`config.mk`:
```
export PLATFORM = sky130hd
export DESIGN_NAME = string_set_sorter
export DESIGN_NICKNAME = d
export VERILOG_FILES = /design/src/rtl/sss_pkg.sv /design/src/rtl/string_set_sorter.sv /design/src/rtl/sss_ram.sv /design/src/rtl/sss_datapath.sv /design/src/rtl/sss_ctrl.sv
export SDC_FILE = /design/constraint.sdc
export NUM_CORES = 2
export LEC_CHECK = 0
export ABC_AREA = 0
export BUFFER_PORTS_ARGS = -buffer_cell sky130_fd_sc_hd__buf_2
export CORE_MARGIN = 3
export CORE_UTILIZATION = 45
export DETAILED_ROUTE_END_ITERATION = 8
export HOLD_SLACK_MARGIN = 0.02
export PLACE_DENSITY_LB_ADDON = 0.15
export SLEW_MARGIN = 20
export SYNTH_ARGS = -nofsm -noshare
export SYNTH_HDL_FRONTEND = slang
export SYNTH_SLANG_ARGS = --single-unit
```
`constraint.sdc`:
```
create_clock -name clk -period 26 [get_ports clk]
set_input_delay 1.3 -clock clk [delete_from_list [all_inputs] [get_ports clk]]
set_output_delay 1.3 -clock clk [all_outputs]
set_load 0.03 [all_outputs]
```
`src/rtl/sss_pkg.sv`:
```
`default_nettype none
package sss_pkg;
  typedef enum logic [1:0] {
    CMD_APPEND = 2'd0,
    CMD_CLOSE  = 2'd1,
    CMD_PULL   = 2'd2,
    CMD_NONE   = 2'd3
  } cmd_t;

  localparam logic [7:0] NEWLINE_CHAR = 8'd10;

  typedef struct packed {
    logic [1:0] command;
    logic [7:0] character;
  } in_item_t;

  typedef struct packed {
    logic [7:0] out_char;
    logic       end_of_output;
    logic       nothing_left;
    logic       truncated;
  } out_item_t;

  typedef struct packed {
    logic clear_set;
    logic append;
    logic cmp_start;
    logic cmp_step;
    logic shift_row;
    logic place_row;
    logic drop_close;
    logic pull_start;
    logic pull_read;
    logic pull_emit;
  } ctl_t;

  typedef struct packed {
    logic emitting;
    logic full;
    logic cmp_done;
    logic row_after;
    logic pos_zero;
    logic copy_done;
    logic place_done;
  } sts_t;
endpackage
`default_nettype wire

```
`src/rtl/string_set_sorter.sv`:
```
`default_nettype none
// an append is registered into the pending string as it is taken; a pull result strobes
// once the controller has passed from S_READ into S_EMIT; close stays busy through a
// byte compare then row shift for each stored string it passes, then a last compare and place
// one item at a time while busy is high, appends every cycle while busy is low, a new
// pull only once the previous result has strobed; the receiver cannot stall, each result strobes once
// reset: synchronous active-high rst empties the set and clears truncated
module string_set_sorter #(
  parameter int MAX_STRINGS = 16,
  parameter int MAX_LENGTH  = 16
) (
  input  wire logic                clk,
  input  wire logic                rst,
  input  wire logic                start,
  input  wire sss_pkg::in_item_t   item,
  output logic                     busy,
  output logic                     strobe,
  output sss_pkg::out_item_t       result
);
  import sss_pkg::*;

  ctl_t ctl;
  sts_t sts;

  sss_ctrl u_ctrl (
    .clk(clk), .rst(rst), .start(start), .command(item.command),
    .sts(sts), .busy(busy), .strobe(strobe), .ctl(ctl)
  );

  sss_datapath #(.MAX_STRINGS(MAX_STRINGS), .MAX_LENGTH(MAX_LENGTH)) u_dp (
    .clk(clk), .rst(rst), .character(item.character),
    .ctl(ctl), .sts(sts), .result(result)
  );
endmodule
`default_nettype wire

```
`src/rtl/sss_ram.sv`:
```
`default_nettype none
module sss_ram #(
  parameter int WIDTH = 8,
  parameter int DEPTH = 16
) (
  input  wire logic                     clk,
  input  wire logic                     we,
  input  wire logic [$clog2(DEPTH)-1:0] waddr,
  input  wire logic [WIDTH-1:0]         wdata,
  input  wire logic [$clog2(DEPTH)-1:0] raddr,
  output logic      [WIDTH-1:0]         rdata
);
  logic [WIDTH-1:0] mem [DEPTH];

  always_ff @(posedge clk) begin
    if (we) mem[waddr] <= wdata;
    rdata <= mem[raddr];
  end
endmodule
`default_nettype wire

```
`src/rtl/sss_datapath.sv`:
```
`default_nettype none
module sss_datapath #(
  parameter int MAX_STRINGS = 16,
  parameter int MAX_LENGTH  = 16
) (
  input  wire logic               clk,
  input  wire logic               rst,
  input  wire logic [7:0]         character,
  input  wire sss_pkg::ctl_t      ctl,
  output sss_pkg::sts_t           sts,
  output sss_pkg::out_item_t      result
);
  import sss_pkg::*;

  localparam int SW = $clog2(MAX_STRINGS);
  localparam int LW = $clog2(MAX_LENGTH + 1);
  localparam int CW = $clog2(MAX_STRINGS + 1);
  localparam int PW = (MAX_LENGTH > 1) ? $clog2(MAX_LENGTH) : 1;
  localparam int AW = SW + PW;
  localparam int DEPTH = MAX_STRINGS * (2 ** PW);

  logic [LW-1:0] lengths [MAX_STRINGS];
  logic [CW-1:0] count;
  logic [LW-1:0] pend_len;
  logic [CW-1:0] rd_str;
  logic [LW-1:0] rd_pos;
  logic          emitting;
  logic          overflow;
  logic [CW-1:0] pos;
  logic [LW-1:0] idx;
  logic          after;
  logic          done;
  logic          was_read;

  logic [7:0] pend_q [MAX_LENGTH];

  logic          we;
  logic [AW-1:0] waddr, raddr;
  logic [7:0]    wdata, rdata;

  sss_ram #(.WIDTH(8), .DEPTH(DEPTH)) u_store (
    .clk(clk), .we(we), .waddr(waddr), .wdata(wdata), .raddr(raddr), .rdata(rdata)
  );

  logic [SW-1:0] row_prev, row_cur, row_rd;
  logic [PW-1:0] idx_p;
  logic [LW-1:0] len_prev, min_len;
  logic [LW-1:0] pend_base;
  assign row_prev  = SW'(pos - CW'(1));
  assign row_cur   = SW'(pos);
  assign row_rd    = SW'(rd_str);
  assign idx_p     = PW'(idx);
  assign len_prev  = lengths[row_prev];
  assign min_len   = (len_prev < pend_len) ? len_prev : pend_len;
  assign pend_base = ctl.clear_set ? LW'(0) : pend_len;

  always_comb begin
    raddr = {row_prev, idx_p};
    if (ctl.pull_read) raddr = {row_rd, PW'(rd_pos)};
    we    = 1'b0;
    waddr = {row_cur, idx_p};
    wdata = rdata;
    if (ctl.shift_row && was_read) we = 1'b1;
    if (ctl.place_row) begin
      we    = idx < pend_len;
      wdata = pend_q[idx_p];
    end
  end

  // compare walks the bytes one at a time: address, then data
  always_ff @(posedge clk) begin
    if (rst) begin
      count    <= '0;
      pend_len <= '0;
      rd_str   <= '0;
      rd_pos   <= '0;
      emitting <= 1'b0;
      overflow <= 1'b0;
      pos      <= '0;
      idx      <= '0;
      after    <= 1'b0;
      done     <= 1'b0;
      was_read <= 1'b0;
      for (int i = 0; i < MAX_STRINGS; i++) lengths[i] <= '0;
    end else begin
      if (ctl.clear_set) begin
        count <= '0; rd_str <= '0; rd_pos <= '0; emitting <= 1'b0;
      end
      if (ctl.append) begin
        if (pend_base < LW'(MAX_LENGTH)) begin
          pend_q[PW'(pend_base)] <= character;
          pend_len <= pend_base + LW'(1);
        end else overflow <= 1'b1;
      end
      if (ctl.drop_close) begin
        overflow <= 1'b1; pend_len <= '0;
      end
      if (ctl.cmp_start) begin
        pos <= ctl.clear_set ? '0 : count;
        if (ctl.clear_set) pend_len <= '0;
        idx <= '0; done <= 1'b0; after <= 1'b0; was_read <= 1'b0;
      end
      if (ctl.cmp_step) begin
        if (!was_read) begin
          if (idx >= min_len) begin
            done <= 1'b1; after <= len_prev > pend_len; idx <= '0;
          end else was_read <= 1'b1;
        end else begin
          was_read <= 1'b0;
          if (rdata != pend_q[idx_p]) begin
            done <= 1'b1; after <= rdata > pend_q[idx_p]; idx <= '0;
          end else idx <= idx + LW'(1);
        end
      end
      if (ctl.shift_row) begin
        if (!was_read) was_read <= 1'b1;
        else begin
          was_read <= 1'b0;
          if (idx == LW'(MAX_LENGTH - 1)) begin
            idx <= '0; lengths[row_cur] <= len_prev; pos <= pos - CW'(1);
            done <= 1'b0; after <= 1'b0;
          end else idx <= idx + LW'(1);
        end
      end
      if (ctl.place_row) begin
        if (idx == LW'(MAX_LENGTH - 1)) begin
          lengths[row_cur] <= pend_len; count <= count + CW'(1);
          pend_len <= '0; idx <= '0;
        end else idx <= idx + LW'(1);
      end
      if (ctl.pull_start && !emitting) begin
        emitting <= 1'b1; pend_len <= '0; rd_str <= '0; rd_pos <= '0;
      end
      if (ctl.pull_emit && rd_str < count) begin
        if (rd_pos < lengths[row_rd]) rd_pos <= rd_pos + LW'(1);
        else begin
          rd_str <= rd_str + CW'(1); rd_pos <= '0;
        end
      end
    end
  end

  always_comb begin
    result = '0;
    result.truncated = overflow;
    if (rd_str >= count) result.nothing_left = 1'b1;
    else if (rd_pos < lengths[row_rd]) result.out_char = rdata;
    else begin
      result.out_char = NEWLINE_CHAR;
      result.end_of_output = (rd_str + CW'(1)) == count;
    end
  end

  assign sts.emitting   = emitting;
  assign sts.full       = count >= CW'(MAX_STRINGS);
  assign sts.cmp_done   = done;
  assign sts.row_after  = after;
  assign sts.pos_zero   = pos == '0;
  assign sts.copy_done  = was_read && (idx == LW'(MAX_LENGTH - 1));
  assign sts.place_done = idx == LW'(MAX_LENGTH - 1);

  a_count: assert property (@(posedge clk) disable iff (rst) count <= CW'(MAX_STRINGS))
    else $error("count over capacity");
  a_pend: assert property (@(posedge clk) disable iff (rst) pend_len <= LW'(MAX_LENGTH))
    else $error("pending over capacity");
  a_cursor: assert property (@(posedge clk) disable iff (rst) rd_str <= count)
    else $error("cursor past count");
endmodule
`default_nettype wire

```
`src/rtl/sss_ctrl.sv`:
```
`default_nettype none
module sss_ctrl (
  input  wire logic            clk,
  input  wire logic            rst,
  input  wire logic            start,
  input  wire logic [1:0]      command,
  input  wire sss_pkg::sts_t   sts,
  output logic                 busy,
  output logic                 strobe,
  output sss_pkg::ctl_t        ctl
);
  import sss_pkg::*;

  typedef enum logic [5:0] {
    S_IDLE  = 6'b000001,
    S_CMP   = 6'b000010,
    S_SHIFT = 6'b000100,
    S_PLACE = 6'b001000,
    S_READ  = 6'b010000,
    S_EMIT  = 6'b100000
  } state_t;

  state_t state, state_next;
  logic   go;
  assign go = start && !busy;
  assign busy = state != S_IDLE;
  assign strobe = state == S_EMIT;

  always_comb begin
    state_next = state;
    ctl = '0;
    unique case (state)
      S_IDLE: if (go) begin
        unique case (cmd_t'(command))
          CMD_APPEND: begin
            ctl.clear_set = sts.emitting; ctl.append = 1'b1;
          end
          CMD_CLOSE: begin
            ctl.clear_set = sts.emitting;
            if (sts.full && !sts.emitting) ctl.drop_close = 1'b1;
            else begin
              ctl.cmp_start = 1'b1; state_next = S_CMP;
            end
          end
          CMD_PULL: begin
            ctl.pull_start = 1'b1; state_next = S_READ;
          end
          default: ;
        endcase
      end
      S_CMP: begin
        if (sts.pos_zero) state_next = S_PLACE;
        else if (sts.cmp_done) state_next = sts.row_after ? S_SHIFT : S_PLACE;
        else ctl.cmp_step = 1'b1;
      end
      S_SHIFT: begin
        ctl.shift_row = 1'b1;
        if (sts.copy_done) state_next = S_CMP;
      end
      S_PLACE: begin
        ctl.place_row = 1'b1;
        if (sts.place_done) state_next = S_IDLE;
      end
      S_READ: begin
        ctl.pull_read = 1'b1; state_next = S_EMIT;
      end
      S_EMIT: begin
        ctl.pull_emit = 1'b1; state_next = S_IDLE;
      end
      default: state_next = S_IDLE;
    endcase
  end

  always_ff @(posedge clk) begin
    if (rst) begin
      state <= S_IDLE;
    end else begin
      state <= state_next;
    end
  end

  a_strobe: assert property (@(posedge clk) disable iff (rst) strobe |-> $past(state) == S_READ)
    else $error("strobe without read");
  a_busy: assert property (@(posedge clk) disable iff (rst) strobe |=> !strobe)
    else $error("double strobe");
  a_onehot: assert property (@(posedge clk) disable iff (rst) $onehot(state))
    else $error("state not one-hot");
endmodule
`default_nettype wire
```
==> metrics.csv <==
metric;value;unit
outcome;complete, no violations;
peakVddDrop;0.0000783;V
cap_violations;0;
clock_sinks;2305;
cp.arrival;8.12;ns
synth_edf_count;2256;
cts-htree-levels;4;
vias;61200;
pwr-share-clk;42.6;%
combinationalPowerShare;4.0;%
dr.first_iter.drc_count;8438;
p_leak;35.8;nW
yosysWarningCount;0;
slew_violations;0;
wirelength;313;mm
place_congestion;0.852;
max_freq;0.136;GHz
root_buffer;clkbuf_16;
first_pass_iters;6;
critPathCaptureType;flop;
synth_top_area_cell;edfxtp_1;
numPortBuffers;25;
finalHoldViolations;0;
path_cells;nor4b_4 > buf_4 > a21oi_4 > buf_12 > nor2_4 > buf_12 > buf_4 > buf_4 > buf_4 > buf_4 > mux2i_1 > o22ai_1 > o41a_1 > a221oi_1 > o211ai_1 > a32o_1;
post_cts_buffers;0;
die_area;218000;um^2
p_sw;1.73;mW
p_int;6.10;mW
die-height;467;um
ctsResizeCount;0;
areaGrowthSynthToFinish;11.3;%
insertion_delay;0.91;ns
grt_pass1_vias;58300;
dp.final_hpwl;183;mm
instances_no_fill;9765;
min_period_over_period;28.2;%
numCtsBuffers;236;
layout_min_cycle_time;7.33;ns
dp.cells;9310;
cp.required;26.79;ns
power_frac_seq;53.4;%
final.setup_skew;0.0586;ns
clock_path_buffers;3;
ant_nets;0;
reg2reg_depth;16;
postSynthAreaPerCell;14.0;um^2
grt_pass1_wl;441;mm
critPathMaxFanout;135;
finalSetupViolCount;0;
rows;168;
synth_area_leaders;edfxtp_1, nand2_1, mux2i_1, mux4_2, a21oi_1;
synth_ff_type;edfxtp_1;
slew_headroom;16.0;%
tritoncts;done;
ys_ff_latch;2305;
p_per_area;73.6;nW/um^2
track_usage;28.2;%
top_level_ports;26;
tns;0;ns
crit_path_max_incr_delay;0.77;ns
dpl_worst_slack;18.67;ns
grt_antenna_before_repair;26;
startpoint_type;flop;
ys_seq_area_share;71.8;%
hold_depth;2;
async_reset_ff_share;0;%
netlist_area;95700;um^2
fin_ws;18.67;ns
slowest_stage;buf_4;
swShare;22.1;%
clk_pin_slew_worst_paths;0.06;ns
cts_hold_buf;0;
coreArea;210000;um^2
path_common_cell;buf_4;
drive_gt1_share;11.1;%
worst_pin_slew;1.26;ns
dieWidth;467;um
gr-total-overflow;0;
grt_start_max_net_pins;198;
rsz0062_at_grt;no;
synth_top_area_share;70.8;%
via_per_inst;6.27;
synth_fp_nets;6880;
hold_class;reg2reg;
initial_core_util;45.5;%
wire_per_inst;32.0;um
nets;6807;
drc;0;
syn_inst;6816;
crit_type;reg2reg;
synth_cell_type_count;91;
-- area by class of cell --
| cell class | instances | area (um^2) |
|---|---|---|
| Antenna cell | 11 | 27.5 |
| Fill cell | 17600 | 104000 |
| Multi-Input combinational cell | 3966 | 24900 |
| Clock buffer | 301 | 6210 |
| Sequential cell | 2305 | 68700 |
| Inverter | 45 | 169 |
| Timing Repair Buffer | 189 | 1560 |
| Clock inverter | 143 | 1340 |
| Tap cell | 2805 | 3510 |
-- power by group through the flow --
stage / sequential [mW] / clock (mW) / combinational [mW]
detailed placement: 4.26 / 0 / 0.311
finish: 4.18 / 3.34 / 0.314
floorplan: 4.33 / 0 / 0.169
CTS: 4.18 / 3.37 / 0.312
global placement: 4.26 / 0 / 0.305
global route: 4.18 / 3.52 / 0.334
-- logic make-up after synthesis --
family	count (synthesis)	share of synthesized area (%)
flip-flops	2305	71.8
AND/OR/NAND/NOR	2206	10.1
AO/OA/AOI/OAI	1284	9.22
buffers and inverters	545	2.47
multiplexers	414	5.60
adder cells (fa/ha/maj)	51	0.667
XOR/XNOR	11	0.101
-- routing by layer --
layer / GRT usage (%) / vias up / wire [um]
li1: - / 26100 / -
met1: 39.0 / 31400 / 126000
met2: 43.5 / 3133 / 143000
met3: 6.01 / 594 / 29100
met4: 11.6 / 8 / 13800
met5: 0 / - / 52
-- metrics by stage --
| stage | hold slack [ns] | util, % | instance area, um^2 | power [mW] |
|---|---|---|---|---|
| 5_1_grt | 0.500 | 50.6 | 106000 | 8.03 |
| 3_3_place_gp | 0.460 | 47.0 | 98800 | 4.56 |
| 6_report | 0.473 | 50.6 | 107000 | 7.83 |
| 3_5_place_dp | 0.456 | 47.0 | 98900 | 4.57 |
| 2_1_floorplan | 0.438 | - | 95700 | 4.50 |
| 4_1_cts | 0.470 | 50.6 | 106000 | 7.86 |
-- flip-flops by register name, indices dropped and copies added (netlist names) --
| register | cells |
|---|---|
| u_dp.u_store.mem | 2048 |
| u_dp.rd_pos | 5 |
| u_dp.count | 5 |
| u_dp.rd_str | 5 |
| u_dp.lengths | 80 |
| u_dp.done | 1 |
| u_dp.pos | 5 |
| u_dp.emitting | 1 |
| u_dp.u_store.rdata | 8 |
| u_dp.after | 1 |
| u_dp.was_read | 1 |
| u_dp.pend_len | 5 |
| u_ctrl.state | 6 |
| u_dp.idx | 5 |
| u_dp.pend_q | 128 |
| u_dp.overflow | 1 |
-- final timing paths --
path	endpoint	startpoint	slack (ns)
max reg2reg	u_dp.u_store.rdata[6]	u_ctrl.state[4]	18.67
max	u_dp.u_store.rdata[6]	u_ctrl.state[4]	18.67
min	u_dp.done	u_dp.done	0.47
min reg2reg	u_dp.done	u_dp.done	0.47
-- Yosys cell counts (all sizes together), types with 13 or more instances --
cell type,instances
a211oi,193
a31o,14
mux4,90
and2,14
or3,18
o41ai,17
a311o,44
a2111oi,43
a31oi,98
and3,195
nor2,412
buf,234
a21o,20
a211o,13
a21oi,306
clkbuf,266
nor4,19
edfxtp,2256
inv,45
dfxtp,49
o21ai,179
a311oi,65
a221oi,22
mux2,66
nand2,1135
mux2i,258
o31a,13
o22a,15
nand3,273
ha,51
o211ai,31
nor3,49
o22ai,71
nand2b,30
o221ai,39
a21boi,16
-- critical path: cells and delay by family (launching register included) --
| kind | cells | cell delay [ns] |
|---|---|---|
| DFF | 1 | 0.49 |
| buffers and inverters | 7 | 3.88 |
| AOI/OAI and AO/OA | 6 | 1.44 |
| and+or+nand+nor | 2 | 0.83 |
| muxes | 1 | 0.26 |
-- layout by cell type (no fill, tap or decap), types with 31 or more instances in the layout --
master and n:
dfxtp_1 45, mux2i_1 256, a311oi_1 65, nand3_1 272
ha_1 50, nor3_1 46, edfxtp_1 2256, nor2_1 398
clkbuf_16 238, a311o_1 44, o21ai_0 165, o221ai_1 39
clkinv_1 59, clkinv_2 45, a2111oi_0 34, a31oi_1 96
buf_4 147, o22ai_1 71, clkbuf_1 61, a21oi_1 298
mux4_2 90, nand2_1 1124, inv_1 45, o211ai_1 31
a211oi_1 186, and3_1 195, mux2_2 66
No activity file was read; power rests on OpenSTA's default activity.
